===== config.mk =====
export PLATFORM = sky130hd
export DESIGN_NAME = cbmm_drain
export DESIGN_NICKNAME = d
export VERILOG_FILES = /design/src/rtl/core/cbmm_pkg.sv /design/src/rtl/core/cbmm_drain.sv
export SDC_FILE = /design/constraint.sdc
export NUM_CORES = 1
export LEC_CHECK = 0
export ABC_AREA = 0
export BUFFER_PORTS_ARGS = -buffer_cell sky130_fd_sc_hd__buf_2
export CORE_MARGIN = 1
export CORE_UTILIZATION = 48
export DETAILED_ROUTE_END_ITERATION = 16
export PLACE_DENSITY_LB_ADDON = 0.1
export SYNTH_ARGS = -nofsm -noshare
export SYNTH_HDL_FRONTEND = slang
export SYNTH_SLANG_ARGS = --single-unit

===== constraint.sdc =====
create_clock -name clk -period 11.5 [get_ports clk]
set_clock_uncertainty 0.2 [all_clocks]
set_input_delay 0.575 -clock clk [delete_from_list [all_inputs] [get_ports clk]]
set_output_delay 0.575 -clock clk [all_outputs]
set_load 0.01 [all_outputs]

===== src/rtl/core/cbmm_pkg.sv =====
// Shared constants, types and the codebook lookup for the codebook int8 matmul tile.
// No dependencies; every module of the block imports this package.
package cbmm_pkg;

    localparam int TILE_ROWS = 4;
    localparam int TILE_COLS = 4;
    localparam int NUM_ELEM  = TILE_ROWS * TILE_COLS;

    // Rows and columns carried on the input stream.
    localparam int IN_ROWS = 4;
    localparam int IN_COLS = 4;

    localparam int ACT_PAIR_W = 16;
    localparam int WBYTE_W    = 8;
    localparam int NIBBLE_W   = 4;
    localparam int ACC_W      = 32;
    localparam int CB_W       = 64;
    localparam int CFG_IDX_W  = 1;

    localparam logic [CFG_IDX_W-1:0] REG_CODEBOOK_LOW  = 1'b0;
    localparam logic [CFG_IDX_W-1:0] REG_CODEBOOK_HIGH = 1'b1;

    localparam int IN_DATA_W  = IN_ROWS * ACT_PAIR_W + IN_COLS * WBYTE_W;
    localparam int OUT_ITEM_W = 2 + 2 + ACC_W;
    localparam int OUT_DATA_W = ((OUT_ITEM_W + 7) / 8) * 8;

    localparam int ELEM_CNT_W = (NUM_ELEM > 1) ? $clog2(NUM_ELEM) : 1;
    localparam int ROW_CNT_W  = (TILE_ROWS > 1) ? $clog2(TILE_ROWS) : 1;
    localparam int COL_CNT_W  = (TILE_COLS > 1) ? $clog2(TILE_COLS) : 1;

    typedef logic [NUM_ELEM-1:0][ACC_W-1:0] acc_array_t;

    typedef struct packed {
        logic [1:0]       out_row;
        logic [1:0]       out_col;
        logic [ACC_W-1:0] sum_value;
        logic             last_of_tile;
    } out_item_t;

    // Codebook entry idx of the 16-entry table, entry 0 in the lowest byte.
    function automatic logic signed [7:0] cb_entry(
        input logic [2*CB_W-1:0]   cb,
        input logic [NIBBLE_W-1:0] idx
    );
        cb_entry = cb[{idx, 3'b000} +: 8];
    endfunction

endpackage


===== src/rtl/core/cbmm_drain.sv =====
// Merging stage: captures all lane sums of a finished tile and sends them out row-major.
// Depends on cbmm_pkg.
module cbmm_drain
    import cbmm_pkg::*;
(
    input  logic        clk,
    input  logic        rst_n,
    input  logic        load,
    input  acc_array_t  sums,
    input  logic        item_ready,
    output logic        item_valid,
    output logic        free,
    output out_item_t   item
);

    logic [ACC_W-1:0]      buf_reg  [NUM_ELEM];
    logic [ACC_W-1:0]      buf_next [NUM_ELEM];
    logic                  busy_reg;
    logic                  busy_next;
    logic [ELEM_CNT_W-1:0] cnt_reg;
    logic [ELEM_CNT_W-1:0] cnt_next;
    logic [ROW_CNT_W-1:0]  row_reg;
    logic [ROW_CNT_W-1:0]  row_next;
    logic [COL_CNT_W-1:0]  col_reg;
    logic [COL_CNT_W-1:0]  col_next;
    logic                  take;
    logic                  at_end;

    assign take   = busy_reg && item_ready;
    assign at_end = (cnt_reg == ELEM_CNT_W'(NUM_ELEM - 1));
    assign free   = !busy_reg || (take && at_end);

    assign item_valid        = busy_reg;
    assign item.out_row      = 2'(row_reg);
    assign item.out_col      = 2'(col_reg);
    assign item.sum_value    = buf_reg[0];
    assign item.last_of_tile = at_end;

    always_comb
    begin
        busy_next = busy_reg;
        cnt_next  = cnt_reg;
        row_next  = row_reg;
        col_next  = col_reg;
        for (int i = 0; i < NUM_ELEM; i++)
        begin
            buf_next[i] = buf_reg[i];
        end
        if (load)
        begin
            busy_next = 1'b1;
            cnt_next  = '0;
            row_next  = '0;
            col_next  = '0;
            for (int i = 0; i < NUM_ELEM; i++)
            begin
                buf_next[i] = sums[i];
            end
        end
        else if (take)
        begin
            busy_next = !at_end;
            cnt_next  = cnt_reg + 1'b1;
            if (col_reg == COL_CNT_W'(TILE_COLS - 1))
            begin
                col_next = '0;
                row_next = row_reg + 1'b1;
            end
            else
            begin
                col_next = col_reg + 1'b1;
            end
            // The buffer shifts so that the next sum always sits at the head.
            for (int i = 0; i < NUM_ELEM - 1; i++)
            begin
                buf_next[i] = buf_reg[i+1];
            end
        end
    end

    always_ff @(posedge clk or negedge rst_n)
    begin
        if (!rst_n)
        begin
            busy_reg <= 1'b0;
            cnt_reg  <= '0;
            row_reg  <= '0;
            col_reg  <= '0;
        end
        else
        begin
            busy_reg <= busy_next;
            cnt_reg  <= cnt_next;
            row_reg  <= row_next;
            col_reg  <= col_next;
        end
    end

    always_ff @(posedge clk)
    begin
        for (int i = 0; i < NUM_ELEM; i++)
        begin
            buf_reg[i] <= buf_next[i];
        end
    end

    a_load_when_free: assert property (@(posedge clk) disable iff (!rst_n)
        load |-> free)
        else $error("tile captured while the previous tile is still being sent");

    a_last_at_corner: assert property (@(posedge clk) disable iff (!rst_n)
        (busy_reg && at_end) |->
        (row_reg == ROW_CNT_W'(TILE_ROWS - 1)) && (col_reg == COL_CNT_W'(TILE_COLS - 1)))
        else $error("last sum of the tile not at the final row and column");

    a_hold_on_stall: assert property (@(posedge clk) disable iff (!rst_n)
        (busy_reg && !item_ready && !load) |=> $stable(cnt_reg) && busy_reg)
        else $error("drain position moved while the output was stalled");

    a_idle_after_last: assert property (@(posedge clk) disable iff (!rst_n)
        (take && at_end && !load) |=> !busy_reg)
        else $error("drain still busy after the last sum was taken");

endmodule


==> flow_summary.toml, run 1 <==
[die]
die-width_um = 217
core_region_area_sq_um = 45500
rows = 78
io_pins = 555
die_h_um = 217
initial_utilization_pct = 48.8
floorplan.die_area_sq_um = 47100

[routing]
route.detailed.drc = 0
drtPass1Iterations = 7
via_per_inst = 4.94
wl_per_cell_um = 19.7
detail-route-antenna-nets = 0
drt_iter0_drc = 763
finalWirelength_um = 46600
vias = 11681

[logic_synthesis]
ys_seq_elements = 521
synth_area_sq_um = 22200
muxShareOfSynthArea_pct = 25.9
ys_warn_count = 0
synthXorXnorAreaFrac_pct = 0.197
synthCells = 1120
synth.distinct_cells = 19
avgSynthCellArea_sq_um = 19.8
yosysSeqAreaShare_pct = 70.3
synthSimpleGateAreaFrac_pct = 0.445
syn-num-nets = 1638
synth_top_family_by_area = "multiplexers"
yosys.area_share.adder_pct = 0.113
synth_compound_area_share_pct = 0.0902

[worst_setup_path]
end_kind = "register"
slowest_stage = "nand2b_4"
cp_slowest_stage_delay_ns = 0.98
path_common_cell = "buf_4"
critPathBufInv = 3
cp-start-kind = "input pin"
critPathArrivalTime_ns = 3.98
path_class = "input pin to register"
cp_data_required_time_ns = 11.52
cp_top_family = "buffers and inverters"
cp_max_fo = 92
crit_chain = "buf_8 > nand2b_4 > buf_4 > buf_4"

[global_routing]
grt_pass1_vias = 11905
overflow = 0
grt_pass1_wl_um = 67900
grt_start_max_net_pins = 161
antenna_found_initial = 53
track_usage_pct = 19.3

[cts]
clockRootBuffer = "clkbuf_16"
post_cts_buffers = 0
clock-sinks = 521
clk_latency_ns = 0.59
numCtsBuffers = 54
clk_path_buf_depth = 3
cts_tree = "yes"
cts.htree.levels = 2
cts.clk_slew.worst_paths_ns = 0.06

[final_layout]
nets = 2204
final_util_pct = 60.3
largest_register_ffs = 512
drive_gt1_share_pct = 65.5
area_growth_pct = 23.5

[power_and_ir_drop]
total_power_mw = 4.57
ir_drop_mv = 0.185
p_per_area_nw_per_um2 = 167
power_leakage_nw = 10.9

[place]
gp_congestion = 0.798
io_buffers = 554
place_hpwl_um = 32100

[timing]
maxSlewViolCount = 0
min_period_ns = 3.96
fin_tns_setup_ns = 0
slew_headroom_pct = 25.0
worstMarginPinSlew_ns = 1.13
fin_crit_sh_pct = 34.4
hold_viol = 0
max_freq_mhz = 253
setup_viol = 0
rsz0062_at_grt = "false"

[outcome]
status = "finished clean"

[min_path]
min_path_type = "input pin to register"

[run]
cap_violations = 0
worst paths after layout:
check | startpoint | end | slack (ns) | cells after the start
max reg2reg | item_valid$_DFFE_PN0P_ | buf_reg[1][159]$_DFFE_PP_ | 7.56 | 4
max in group asynchronous | rst_n | cnt_reg[1]$_DFFE_PN0P_ | 10.72 | 2
min reg2reg | row_reg[1]$_DFFE_PN0P_ | row_reg[1]$_DFFE_PN0P_ | 0.34 | 2
max | load | buf_reg[1][159]$_DFFE_PP_ | 7.54 | 4
min | sums[233] | buf_reg[0][233]$_DFFE_PP_ | 0.08 | 2
min in group asynchronous | rst_n | row_reg[1]$_DFFE_PN0P_ | 0.20 | 2
kinds of logic after synthesis:
family,count (synthesis)
xor gates and xnor gates,5
AOI/OAI and AO/OA,4
muxes,480
buffers and inverters,88
and+or+nand+nor,20
DFF,521
adders and majority gates,2
routing by layer:
layer  wire (um)  up-vias  track usage [%]
li1            -     5540                -
met3        4580      126             8.34
met4        1680       38             9.34
met2       22500      392             31.5
met5         221        -                0
met1       17700     5585             21.8
per-stage QoR:
stage	worst slack, ns	std cells	hold slack [ns]	area, sq um
3_5_place_dp	6.88	2197	0.245	25200
5_1_grt	7.24	2346	0.0476	27400
6_report	7.54	2364	0.0792	27400
2_1_floorplan	3.49	1120	0.0794	22200
4_1_cts	7.47	2328	0.0401	27300
3_3_place_gp	6.93	2197	0.230	25200
layout make-up:
class / count / area [sq um]
Multi-Input combinational cell: 511 / 5940
Clock inverter: 37 / 423
Sequential cell: 521 / 15600
Fill cell: 3472 / 18100
Tap cell: 600 / 751
Clock buffer: 61 / 1400
Antenna cell: 36 / 90.1
Timing Repair Buffer: 598 / 3210
Yosys cell counts:
master,number,share of area [%]
nor2_1,5,0.085
a21oi_1,3,0.068
edfxtp_1,512,69
ha_1,2,0.11
nand3_1,5,0.11
buf_4,63,2.1
or3_1,1,0.028
nand2_1,3,0.051
mux2_4,90,6.1
nand2_2,1,0.028
nand4_1,2,0.056
o21ai_0,1,0.023
dfrtp_1,9,1.0
mux2_2,390,20
xor2_1,5,0.20
nand2b_1,2,0.056
buf_2,14,0.32
and3_1,1,0.028
buf_6,11,0.56
what timing repair did:
item | CTS | global route
endpoints found under the hold margin | 41 | 0
resized for setup | 0 | 0
hold buffers | 33 | 0
report_power, final:
group	internal, mW	switching [mW]	leakage [nW]
combinational	0.250	0.153	4.74
sequential	2.32	0.0461	5.32
clock	1.07	0.720	0.882
cells in the final DEF, fill, tap and decap left out, drive strengths merged, types with 3 or more instances in the layout:
master         n
a21oi          3
buf          565
bufinv         9
clkbuf        61
clkinv        20
clkinvlp       6
dfrtp          9
diode         36
dlygate4sd3   33
edfxtp       512
mux2         480
nand2          4
nand3          5
nor2           5
xor2           5
No activity file was read; power rests on OpenSTA's default activity.
==> run 2, diff against run 1 <==
--- a/config.mk
+++ b/config.mk
@@ -7,9 +7,9 @@
 export LEC_CHECK = 0
 export ABC_AREA = 0
 export BUFFER_PORTS_ARGS = -buffer_cell sky130_fd_sc_hd__buf_2
-export CORE_MARGIN = 1
-export CORE_UTILIZATION = 48
+export CORE_AREA = 2 2 219 221
 export DETAILED_ROUTE_END_ITERATION = 16
+export DIE_AREA = 0 0 221 223
 export PLACE_DENSITY_LB_ADDON = 0.1
 export SYNTH_ARGS = -nofsm -noshare
 export SYNTH_HDL_FRONTEND = slang
==> constraint.sdc (replaced) <==
create_clock -name clk -period 3.82 [get_ports clk]
set_clock_uncertainty 0.2 [all_clocks]
set_input_delay 0.191 -clock clk [delete_from_list [all_inputs] [get_ports clk]]
set_output_delay 0.191 -clock clk [all_outputs]
set_load 0.01 [all_outputs]
==> flow_summary.toml, run 2 <==
[logic_synthesis]
syn-num-nets = 1638
ys.flop_type = "edfxtp_1"
synth_edf_count = 512
async_flop_share_pct = 1.73
ys_seq_elements = 521
yosys.area.top_type = "edfxtp_1"
synth.distinct_cells = 19
avgSynthCellArea_sq_um = 19.8
synth_area_leaders = "edfxtp_1 (69%), mux2_2 (20%), mux2_4 (6.1%)"
synth_area_sq_um = 22200
synthCells = 1120
yosysSeqAreaShare_pct = 70.3
ys_warn_count = 0
synthTopCellsByCount = "edfxtp_1 (512), mux2_2 (390), mux2_4 (90), buf_4 (63), buf_2 (14)"
yosysMostFrequentCell = "edfxtp_1"
synth_top_cell_area_share_pct = 69.3

[place]
place_area_sq_um = 25300
place_hpwl_um = 33400
pre_cts_slack_ns = 1.53
dp.cells = 2218
gp_congestion = 0.792
io_buffers = 554

[outcome]
stop_error = "[ERROR RSZ-0060] Max buffer count reached."
failing_step = "clock tree synthesis (4_1_cts)"
status = "did not finish"

[cts]
cts_hold_buf = 464
post_cts_buffers = 0
clock-sinks = 521
numCtsBuffers = 54
cts_resized = 0
clockRootBuffer = "clkbuf_16"
cts.htree.levels = 2
clk_path_buf_depth = 3

[die]
initial_utilization_pct = 47.1
io_pins = 555
die-width_um = 221
rows = 80
die_h_um = 223
-- run 2: cell counts after synthesis --
No cell type changed its count.
-- run 2: kinds of logic after synthesis --
| kind of cell | count (synthesis) | share of synthesized area (%) |
|---|---|---|
| flops | 521 | 70.3 |
| fa+ha+maj | 2 | 0.113 |
| buf+inv | 88 | 3.00 |
| xor+xnor | 5 | 0.197 |
| mux | 480 | 25.9 |
| simple gates | 20 | 0.445 |
| compound gates | 4 | 0.0901 |
-- run 2: metrics by stage --
stage / utilization, % / setup TNS [ns] / hold slack (ns)
after floorplan: - / -399.75 / -0.305
after global placement: 53.7 / 0 / -0.139
after detailed placement: 53.7 / 0 / -0.142
==> run 3, diff against run 2 <==
--- a/config.mk
+++ b/config.mk
@@ -7,10 +7,10 @@
 export LEC_CHECK = 0
 export ABC_AREA = 0
 export BUFFER_PORTS_ARGS = -buffer_cell sky130_fd_sc_hd__buf_2
-export CORE_AREA = 2 2 219 221
+export CORE_MARGIN = 1
+export CORE_UTILIZATION = 40
 export DETAILED_ROUTE_END_ITERATION = 16
-export DIE_AREA = 0 0 221 223
-export PLACE_DENSITY_LB_ADDON = 0.1
+export PLACE_DENSITY_LB_ADDON = 0.15
 export SYNTH_ARGS = -nofsm -noshare
 export SYNTH_HDL_FRONTEND = slang
 export SYNTH_SLANG_ARGS = --single-unit
==> flow_summary.toml, run 3 <==
[outcome]
status = "did not finish"
failing_step = "clock tree synthesis (4_1_cts)"
stop_error = "[ERROR RSZ-0060] Max buffer count reached."

[logic_synthesis]
synth_area_leaders = "edfxtp_1 (69%), mux2_2 (20%), mux2_4 (6.1%)"
synth_top_cell_area_share_pct = 69.3
yosys.area.top_type = "edfxtp_1"
synthCells = 1120
ys_seq_elements = 521
yosysSeqAreaShare_pct = 70.3
syn-num-nets = 1638
synthTopCellsByCount = "edfxtp_1 (512), mux2_2 (390), mux2_4 (90), buf_4 (63), buf_2 (14)"
synth_area_sq_um = 22200
async_flop_share_pct = 1.73
avgSynthCellArea_sq_um = 19.8
yosysMostFrequentCell = "edfxtp_1"
synth.distinct_cells = 19
ys_warn_count = 0
ys.flop_type = "edfxtp_1"
synth_edf_count = 512

[cts]
cts.htree.levels = 2
clk_path_buf_depth = 3
numCtsBuffers = 55
cts_hold_buf = 489
clockRootBuffer = "clkbuf_16"
clock-sinks = 521
post_cts_buffers = 0
cts_resized = 0

[place]
io_buffers = 554
gp_congestion = 0.777
place_hpwl_um = 33100
dp.cells = 2342

[die]
rows = 85
die_h_um = 238
initial_utilization_pct = 40.8
io_pins = 555
die-width_um = 238
-- run 3: per-stage QoR --
| step | TNS [ns] | worst slack [ns] | util [%] | area, sq um |
|---|---|---|---|---|
| 2_1_floorplan | -399.75 | -0.833 | - | 22200 |
| 3_3_place_gp | 0 | 1.50 | 46.9 | 25500 |
| 3_5_place_dp | 0 | 1.49 | 46.9 | 25500 |
-- run 3: logic make-up after synthesis --
kind of cell	count (synthesis)	share of synthesized area (%)
AND/OR/NAND/NOR	20	0.445
adder cells (fa/ha/maj)	2	0.113
AO/OA/AOI/OAI	4	0.0901
XOR/XNOR	5	0.197
flip-flops	521	70.3
multiplexers	480	25.9
buffers and inverters	88	3.00
