==> src/rtl/core/cbmm_pkg.sv <==
// Shared constants, types and the codebook lookup for the codebook int8 matmul tile.
// No dependencies; every module of the block imports this package.
package cbmm_pkg;

    localparam int TILE_ROWS = 4;
    localparam int TILE_COLS = 4;
    localparam int NUM_ELEM  = TILE_ROWS * TILE_COLS;

    // Rows and columns carried on the input stream.
    localparam int IN_ROWS = 4;
    localparam int IN_COLS = 4;

    localparam int ACT_PAIR_W = 16;
    localparam int WBYTE_W    = 8;
    localparam int NIBBLE_W   = 4;
    localparam int ACC_W      = 32;
    localparam int CB_W       = 64;
    localparam int CFG_IDX_W  = 1;

    localparam logic [CFG_IDX_W-1:0] REG_CODEBOOK_LOW  = 1'b0;
    localparam logic [CFG_IDX_W-1:0] REG_CODEBOOK_HIGH = 1'b1;

    localparam int IN_DATA_W  = IN_ROWS * ACT_PAIR_W + IN_COLS * WBYTE_W;
    localparam int OUT_ITEM_W = 2 + 2 + ACC_W;
    localparam int OUT_DATA_W = ((OUT_ITEM_W + 7) / 8) * 8;

    localparam int ELEM_CNT_W = (NUM_ELEM > 1) ? $clog2(NUM_ELEM) : 1;
    localparam int ROW_CNT_W  = (TILE_ROWS > 1) ? $clog2(TILE_ROWS) : 1;
    localparam int COL_CNT_W  = (TILE_COLS > 1) ? $clog2(TILE_COLS) : 1;

    typedef logic [NUM_ELEM-1:0][ACC_W-1:0] acc_array_t;

    typedef struct packed {
        logic [1:0]       out_row;
        logic [1:0]       out_col;
        logic [ACC_W-1:0] sum_value;
        logic             last_of_tile;
    } out_item_t;

    // Codebook entry idx of the 16-entry table, entry 0 in the lowest byte.
    function automatic logic signed [7:0] cb_entry(
        input logic [2*CB_W-1:0]   cb,
        input logic [NIBBLE_W-1:0] idx
    );
        cb_entry = cb[{idx, 3'b000} +: 8];
    endfunction

endpackage

==> src/rtl/core/cbmm_lane.sv <==
// One multiply-accumulate lane: two codebook lookups, two int8 products and a wrapping
// int32 accumulator for a single tile element. Depends on cbmm_pkg.
module cbmm_lane
    import cbmm_pkg::*;
(
    input  logic                    clk,
    input  logic                    rst_n,
    input  logic                    en,
    input  logic                    clear,
    input  logic [ACT_PAIR_W-1:0]   act_pair,
    input  logic [WBYTE_W-1:0]      wbyte,
    input  logic [2*CB_W-1:0]       codebook,
    output logic [ACC_W-1:0]        total
);

    logic [ACC_W-1:0]   acc_reg;
    logic [ACC_W-1:0]   acc_next;
    logic signed [7:0]  a_even;
    logic signed [7:0]  a_odd;
    logic signed [7:0]  w_even;
    logic signed [7:0]  w_odd;
    logic signed [15:0] p_even;
    logic signed [15:0] p_odd;
    logic signed [16:0] p_sum;

    assign a_even = act_pair[7:0];
    assign a_odd  = act_pair[15:8];
    assign w_even = cb_entry(codebook, wbyte[NIBBLE_W-1:0]);
    assign w_odd  = cb_entry(codebook, wbyte[WBYTE_W-1:NIBBLE_W]);

    assign p_even = a_even * w_even;
    assign p_odd  = a_odd * w_odd;
    assign p_sum  = 17'(p_even) + 17'(p_odd);

    assign total = acc_reg + ACC_W'(p_sum);

    always_comb
    begin
        acc_next = acc_reg;
        if (en)
        begin
            acc_next = clear ? '0 : total;
        end
    end

    always_ff @(posedge clk or negedge rst_n)
    begin
        if (!rst_n)
        begin
            acc_reg <= '0;
        end
        else
        begin
            acc_reg <= acc_next;
        end
    end

endmodule

==> config.mk <==
export PLATFORM = sky130hd
export DESIGN_NAME = cbmm_lane
export DESIGN_NICKNAME = d
export VERILOG_FILES = /design/src/rtl/core/cbmm_pkg.sv /design/src/rtl/core/cbmm_lane.sv
export SDC_FILE = /design/constraint.sdc
export NUM_CORES = 1
export LEC_CHECK = 0
export ABC_CLOCK_PERIOD_IN_PS = 25700
export BUFFER_PORTS_ARGS = -buffer_cell sky130_fd_sc_hd__buf_2
export CAP_MARGIN = 20
export CORE_ASPECT_RATIO = 0.9
export CORE_UTILIZATION = 49
export DETAILED_ROUTE_END_ITERATION = 10
export GPL_ROUTABILITY_DRIVEN = 0
export GPL_TIMING_DRIVEN = 0
export PLACE_DENSITY = 0.77
export SKIP_CTS_REPAIR_TIMING = 1
export SLEW_MARGIN = 15
export SYNTH_ARGS = -nofsm -noshare
export SYNTH_HDL_FRONTEND = slang
export SYNTH_SLANG_ARGS = --single-unit
==> constraint.sdc <==
create_clock -name clk -period 25.7 [get_ports clk]
set_clock_uncertainty 0.2 [all_clocks]
set_input_delay 0 -clock clk [delete_from_list [all_inputs] [get_ports clk]]
set_output_delay 0 -clock clk [all_outputs]
set_load 0.02 [all_outputs]
==> metrics, run 1 <==
drt wl/cell 17.2 um; max reg flops 32; critical path arrival 9.84 ns; critical path launch point type input port; Synth Register Bits 32; crit-path max cell delay 0.69 ns; Max FO, Critical Path 16; fmax 99.6 MHz; Slew Viols, Final 0; commonest non-fill, non-tap cell in the layout buf_2; Nets 1525; synthesized area per cell 10.4 um2; Die ar. 0.0207 mm2; mapped cell area 0.00985 mm2; vias in the first global route 8169; vias per cell 5.75; HP Class in2async; unrepaired setup endpoints after global routing false; commonest non-fill, non-tap cells in the layout 188 x buf_2, 177 x inv_1, 144 x fa_1; setup slack, reg-to-reg 22.53 ns; n_diodes 0; DRC errors left 0; worst-margin pin slew 0.898 ns; first-pass GRT wire length 39100 um; Final Hold Fails 0; Fin Setup TNS 0 ns; Clock Latency Late Sink 0.28 ns; Setup Viol. Count Final 0; area of the core 0.0195 mm2; fin crit share 39.1%; max cap viols 0; drt pass-1 iters 5; total vias in the final route 7996; Worst slew margin 39.7%; ys flop type dfrtp_1; total grt overflow 0; sequential share of the synthesized area 8.13%; CP Data Required Time 25.50 ns; FF-to-FF End acc_reg[31]$_DFFE_PN0P_; Clock Tree Root clkbuf_16; pin count of the biggest net entering global routing 33; die width 151 um; status finished clean; DP HPWL 20600 um; reg2reg start acc_reg[9]$_DFFE_PN0P_; Mapped Nets 1332; IO Pins 188; Cell Rows 48; shortest period the worst path allows 10.04 ns; total CTS buffers 5; Die Y 137 um; slowest CP cell o21ai_1; Routed Antenna Nets 0; Max clock buf depth 2; initial core utilization 50.6%; H-tree depth 2; cells after synthesis 947; Starting DRT DRC Count 388; final wirelength 24000 um; FF+latch area 801 um2; initial antenna violation count 0; layout cells sized above 1 25.0%; Post-synth EDFFs 0; clk slew on worst S/H paths 0.06 ns; worst r2r path cells 10; TritonCTS clock tree done; sink count of the clock tree 32; Yosys cell types 55; Top cell by count, worst path fa_1; Worst setup EP type primary output; Filler cells 1651; gr usage total 24.0%; crit path kind in2out; synthesis-to-layout area growth 14.7%; IO Port Bufs 181; Syn. warnings 0; Multi-input gate area 0.00829 mm2; Synth async-reset ratio 100%
kinds of logic after synthesis:
logic type | after synthesis | share of synthesized area, %
multiplexers | 83 | 18.4
XOR/XNOR | 54 | 4.80
buffers and inverters | 202 | 7.79
AND/OR/NAND/NOR | 210 | 11.0
flip-flops | 32 | 8.13
AO/OA/AOI/OAI | 137 | 9.88
adder cells (fa/ha/maj) | 229 | 40.1
synthesized netlist by cell type (17+ instances only):
library cell  number  area, um2
and2_1            75        469
nand2_1           57        214
nor2_1            32        120
dfrtp_1           32        801
a21oi_1           31        155
fa_1             144       2880
ha_1              85       1060
o21ai_0           17       85.1
a22o_1            29        254
mux4_2            78       1760
inv_1            177        664
xnor2_1           42        368
worst max-delay path by stage:
stage | from | end | slack (ns)
after CTS | wbyte[4] | total[31] | 15.69
after detailed placement | wbyte[4] | acc_reg[31]$_DFFE_PN0P_ | 15.67
after global placement | wbyte[4] | acc_reg[30]$_DFFE_PN0P_ | 14.85
after global routing | wbyte[4] | total[30] | 15.00
after floorplan | wbyte[4] | acc_reg[30]$_DFFE_PN0P_ | 16.04
final | wbyte[4] | total[31] | 15.66
metal layers:
layer	track usage (%)	up-vias	wire length, um
met5	0	-	0
met3	3.40	55	1650
met4	6.67	0	603
met2	38.5	340	11800
li1	-	3627	-
met1	33.9	3974	9950
stage by stage:
step           utilization [%]  setup WS, ns  cell area, um2  cells  hold WS (ns)
4_1_cts                   57.9         15.69           11300   1387        -0.372
3_5_place_dp              57.0         15.67           11100   1379       -0.0858
2_1_floorplan                -         16.04            9850    947        -0.496
3_3_place_gp              56.9         14.85           11100   1378       -0.0898
5_1_grt                   58.1         15.00           11300   1391         0.223
6_report                  58.1         15.66           11300   1391         0.128
worst max-delay path, delay by kind of cell:
kind / cells / cell delay, ns
AND/OR/NAND/NOR: 5 / 1.52
XOR/XNOR: 3 / 0.52
buffers and inverters: 8 / 1.43
AO/OA/AOI/OAI: 7 / 2.06
multiplexers: 2 / 0.83
adder cells (fa/ha/maj): 8 / 3.45
layout make-up:
class                           count  share of cell area [%]
Buffer                             25                   0.908
Clock buffer                        5                    1.11
Clock inverter                      3                   0.377
Inverter                          177                    5.88
Multi-Input combinational cell    713                    73.4
Sequential cell                    32                    7.09
Tap cell                          250                    2.77
Timing Repair Buffer              186                    8.47
Power of run 1 is left out: the tool's default activity adds up to more than one toggle a clock period on the data nets, which glitch-free logic cannot reach.
==> run 2: changes to the inputs <==
- ABC_CLOCK_PERIOD_IN_PS: 25700 -> 9200
- PLACE_DENSITY: 0.77 -> 0.8
- clock period: 25.7 -> 9.2 ns (I/O delays scaled with it)
==> run 2 against run 1 <==
Hold slack improved by 0.034 ns. Count of clock-buffer cells in the layout grew 1. First-iteration DRC count increased by 14%. Final area up 3.4%. Largest cell class unchanged.
==> metrics, run 2 (synthesized netlist as in run 1, its figures left out) <==
status finished clean; fin crit share 97.7%; initial antenna violation count 0 (unchanged); Nets 1539 (+0.92%); Worst setup EP type primary output; Starting DRT DRC Count 444 (+14%); gr usage total 24.2% (+0.20 points); drt pass-1 iters 5 (unchanged); Worst slew margin 43.5% (+3.8 points); Die Y 137 um (unchanged); Multi-input gate area 0.00848 mm2 (+2.2%); commonest non-fill, non-tap cells in the layout 180 x buf_2, 176 x inv_1, 144 x fa_1; pin count of the biggest net entering global routing 33 (unchanged); shortest period the worst path allows 8.99 ns; fmax 111 MHz; setup slack, reg-to-reg 5.76 ns (-16.77 ns); Final Hold Fails 0 (unchanged); dpl ws -1.06 ns (-16.73 ns); sink count of the clock tree 32 (unchanged); Filler cells 1590 (-3.7%); H-tree depth 2 (unchanged); vias in the first global route 8354 (+2.3%); IO Pins 188 (unchanged); dpl cells 1378 (-0.073%); Die ar. 0.0207 mm2 (unchanged); critical path launch point type input port; final wirelength 24900 um (+3.9%); Clock Tree Root clkbuf_16; Top cell by count, worst path fa_1; Cell Rows 48 (unchanged); Max clock buf depth 2 (unchanged); HP Class in2async; Cell Count, Final, Fillers Out 1405 (+1.0%); TritonCTS clock tree done; vias per cell 5.81 (+1.1%); die width 151 um (unchanged); clk slew on worst S/H paths 0.05 ns (about the same); Slew Viols, Final 0 (unchanged); Max FO, Critical Path 12 (-4); layout cells sized above 1 28.2% (+3.2 points); slowest CP cell mux4_2; crit-path max cell delay 0.56 ns (-0.13 ns); FF+latch area 801 um2 (unchanged); total grt overflow 0 (unchanged); final worst slack 0.214 ns (-15.45 ns); commonest non-fill, non-tap cell in the layout buf_2; worst-margin pin slew 0.847 ns (-0.0511 ns); CP Data Required Time 9.00 ns (-16.50 ns); first-pass GRT wire length 39500 um (+1.1%); Setup Viol. Count Final 0 (unchanged); drt wl/cell 17.7 um (+2.8%); IO Port Bufs 181 (unchanged); Clock Latency Late Sink 0.28 ns (about the same); max cap viols 0 (unchanged); area of the core 0.0195 mm2 (unchanged); initial core utilization 50.6% (unchanged); DP HPWL 20900 um (+1.5%); max reg flops 32 (unchanged); critical path arrival 8.79 ns (-1.05 ns); final core occ 60.0% (+2.0 points); total CTS buffers 5 (unchanged); total vias in the final route 8163 (+2.1%); DRC errors left 0 (unchanged); synthesis-to-layout area growth 18.5%; unrepaired setup endpoints after global routing true; Routed Antenna Nets 0 (unchanged); crit path kind in2out; n_diodes 0 (unchanged)
[run 2: worst max-delay path: cells and delay by family]
kind | cells | cell delay [ns]
fa+ha+maj | 8 | 3.72
mux | 2 | 1.08
buf+inv | 9 | 1.05
simple gates | 6 | 1.21
compound gates | 6 | 1.21
xor+xnor | 3 | 0.49
[run 2: per-stage QoR]
step	instance area, um2	setup TNS, ns	hold slack, ns
6_report	11700	0	0.162
5_1_grt	11700	-0.346	0.220
4_1_cts	11300	-12.34	-0.380
3_5_place_dp	11100	-15.30	-0.0839
3_3_place_gp	11100	-10.76	-0.0946
2_1_floorplan	9870	0	-0.496
[run 2: area by class of cell]
class                      count  area share (%)
multi-input combinational    713            72.6
timing repair buffer         200            9.22
sequential                    32            6.86
inverter                     177            5.69
tap                          250            2.68
buffer                        25            1.55
clock buffer                   6            1.10
clock inverter                 2           0.300
[run 2: worst paths after layout]
path                                        start                       to  cells after the start
min                                         rst_n  acc_reg[19]$_DFFE_PN0P_                      2
max                                      wbyte[0]                total[31]                     34
min in group clk           acc_reg[5]$_DFFE_PN0P_   acc_reg[5]$_DFFE_PN0P_                      1
min reg2reg                acc_reg[5]$_DFFE_PN0P_   acc_reg[5]$_DFFE_PN0P_                      1
max reg2reg                acc_reg[9]$_DFFE_PN0P_  acc_reg[31]$_DFFE_PN0P_                     11
max in group asynchronous                   rst_n  acc_reg[31]$_DFFE_PN0P_                      2
[run 2: per-layer routing]
layer	vias to the layer above	GRT usage [%]	wire (um)
li1	3650	-	-
met1	4111	33.6	9950
met2	348	40.3	12600
met3	54	2.83	1710
met4	0	6.06	569
met5	-	0	0
Power of run 2 is left out for the same reason.
==> run 3: changes to the inputs <==
--- a/config.mk
+++ b/config.mk
@@ -16,2 +16,3 @@
 export PLACE_DENSITY = 0.8
+export SETUP_SLACK_MARGIN = 0.1
 export SKIP_CTS_REPAIR_TIMING = 1
==> constraint.sdc (replaced) <==
create_clock -name clk -period 9.2 [get_ports clk]
set_clock_uncertainty 0.2 [all_clocks]
set_input_delay 0.46 -clock clk [delete_from_list [all_inputs] [get_ports clk]]
set_output_delay 0.46 -clock clk [all_outputs]
set_load 0.02 [all_outputs]
==> run 3 against run 2 <==
The flow now finishes with violations (setup timing). Fmax fell by 7.8%. First-iteration DRC count is 18% higher. Critical path type unchanged. Count of clock-buffer cells in the layout unchanged. Cell count rose by 2.5%. Final area rose by 7.1%. Core utilization increased by 4.3 points.
==> metrics, run 3 (synthesized netlist as in run 1, its figures left out) <==
Cell Area, Placed 0.0114 mm2 (+2.8%); synthesis-to-layout area growth 26.9%; clk slew on worst S/H paths 0.06 ns (about the same); pin count of the biggest net entering global routing 33 (unchanged); DRC errors left 0 (unchanged); Filler cells 1426 (-10%); vias in the first global route 8318 (-0.43%); critical path launch point type input port; initial antenna violation count 0 (unchanged); Clock Tree Root clkbuf_16; max cap viols 0 (unchanged); HP Class in2async; Cell Rows 48 (unchanged); Setup Viol. Count Final 14 (+14); Nets 1574 (+2.3%); IO Port Bufs 181 (unchanged); total grt overflow 0 (unchanged); drt pass-1 iters 6 (+1); layout cells sized above 1 36.8% (+8.6 points); sink count of the clock tree 32 (unchanged); Slew Viols, Final 0 (unchanged); IO Pins 188 (unchanged); Max clock buf depth 2 (unchanged); slowest CP cell mux4_2; met2 global-route usage 41.2% (+0.94 points); initial core utilization 50.6% (unchanged); met1 Usage GRT 33.5% (-0.095 points); failing checks setup timing; gr usage total 24.6% (+0.40 points); fin crit share 106% (+8.3 points); Clock Latency Late Sink 0.29 ns (about the same); commonest non-fill, non-tap cells in the layout 171 x inv_1, 169 x buf_2, 142 x fa_1; unrepaired setup endpoints after global routing true; Multi-input gate area 0.00888 mm2 (+4.8%); hold_ws 0.0485 ns (-0.113 ns); Starting DRT DRC Count 525 (+18%); commonest non-fill, non-tap cell in the layout inv_1; crit path kind in2out; total vias in the final route 8552 (+4.8%); Final Hold Fails 0 (unchanged); crit-path max cell delay 0.59 ns (+0.03 ns); area of the core 0.0195 mm2 (unchanged); final worst slack -0.549 ns (-0.763 ns); layer with the highest usage met2; worst r2r path cells 12 (+1); Top cell by count, worst path fa_1; die width 151 um (unchanged); Die Y 137 um (unchanged); design area 0.0125 mm2 (+7.1%); reg2reg start acc_reg[9]$_DFFE_PN0P_; CP Data Required Time 8.54 ns (-0.46 ns); first-pass GRT wire length 39900 um (+0.89%); fmax 103 MHz (-7.8%); Worst slew margin 47.1% (+3.6 points); vias per cell 5.94 (+2.2%); n_diodes 0 (unchanged); status finished, violations left; DP HPWL 21000 um (+0.75%); Die ar. 0.0207 mm2 (unchanged); worst-margin pin slew 0.794 ns (-0.0533 ns); drt wl/cell 19.0 um (+7.3%); TritonCTS clock tree done; critical path arrival 9.09 ns (+0.30 ns); setup slack, reg-to-reg 5.91 ns (+0.15 ns); H-tree depth 2 (unchanged); met3 Usage GRT 3.43% (+0.60 points); FF-to-FF End acc_reg[31]$_DFFE_PN0P_; total CTS buffers 5 (unchanged); Routed Antenna Nets 0 (unchanged); Max FO, Critical Path 6 (-6); FF+latch area 801 um2 (unchanged); max reg flops 32 (unchanged); Worst setup EP type primary output; final wirelength 27400 um (+9.9%); shortest period the worst path allows 9.75 ns (+0.763 ns)
[run 3: layout make-up]
| class | count | area share, % |
|---|---|---|
| Multi-Input combinational cell | 713 | 71.0 |
| Clock inverter | 2 | 0.280 |
| Sequential cell | 32 | 6.40 |
| Timing Repair Buffer | 235 | 11.5 |
| Buffer | 25 | 1.88 |
| Tap cell | 250 | 2.50 |
| Inverter | 177 | 5.33 |
| Clock buffer | 6 | 1.03 |
[run 3: worst max path at each step]
stage,startpoint,to,slack (ns),depth (start not counted)
after floorplan,wbyte[4],total[31],0.01,31
after global placement,wbyte[1],total[31],-1.08,31
after detailed placement,wbyte[1],total[31],-1.21,31
after CTS,wbyte[1],total[31],-1.23,31
after global routing,wbyte[0],total[31],-0.80,36
final,wbyte[0],total[31],-0.55,36
[run 3: routing by layer]
| layer | share of wire, % | vias to the layer above |
|---|---|---|
| li1 | - | 3720 |
| met1 | 38 | 4322 |
| met2 | 52 | 439 |
| met3 | 7.7 | 71 |
| met4 | 2.8 | 0 |
| met5 | 0 | - |
[run 3: through the flow]
| stage | instances | util, % | worst slack [ns] | setup TNS, ns |
|---|---|---|---|---|
| floorplan | 947 | - | 0.0116 | 0 |
| global placement | 1378 | 58.6 | -1.08 | -16.42 |
| detailed placement | 1378 | 58.6 | -1.21 | -19.64 |
| CTS | 1386 | 59.4 | -1.23 | -16.79 |
| global route | 1440 | 64.3 | -0.796 | -7.05 |
| finish | 1440 | 64.3 | -0.549 | -2.82 |
[run 3: worst max-delay path: cells and delay by family]
family	cells	cell delay (ns)
fa+ha+maj	8	3.30
compound gates	8	1.61
buf+inv	10	1.26
mux	2	1.07
simple gates	5	0.95
xor+xnor	3	0.41
Power of run 3 is left out for the same reason.
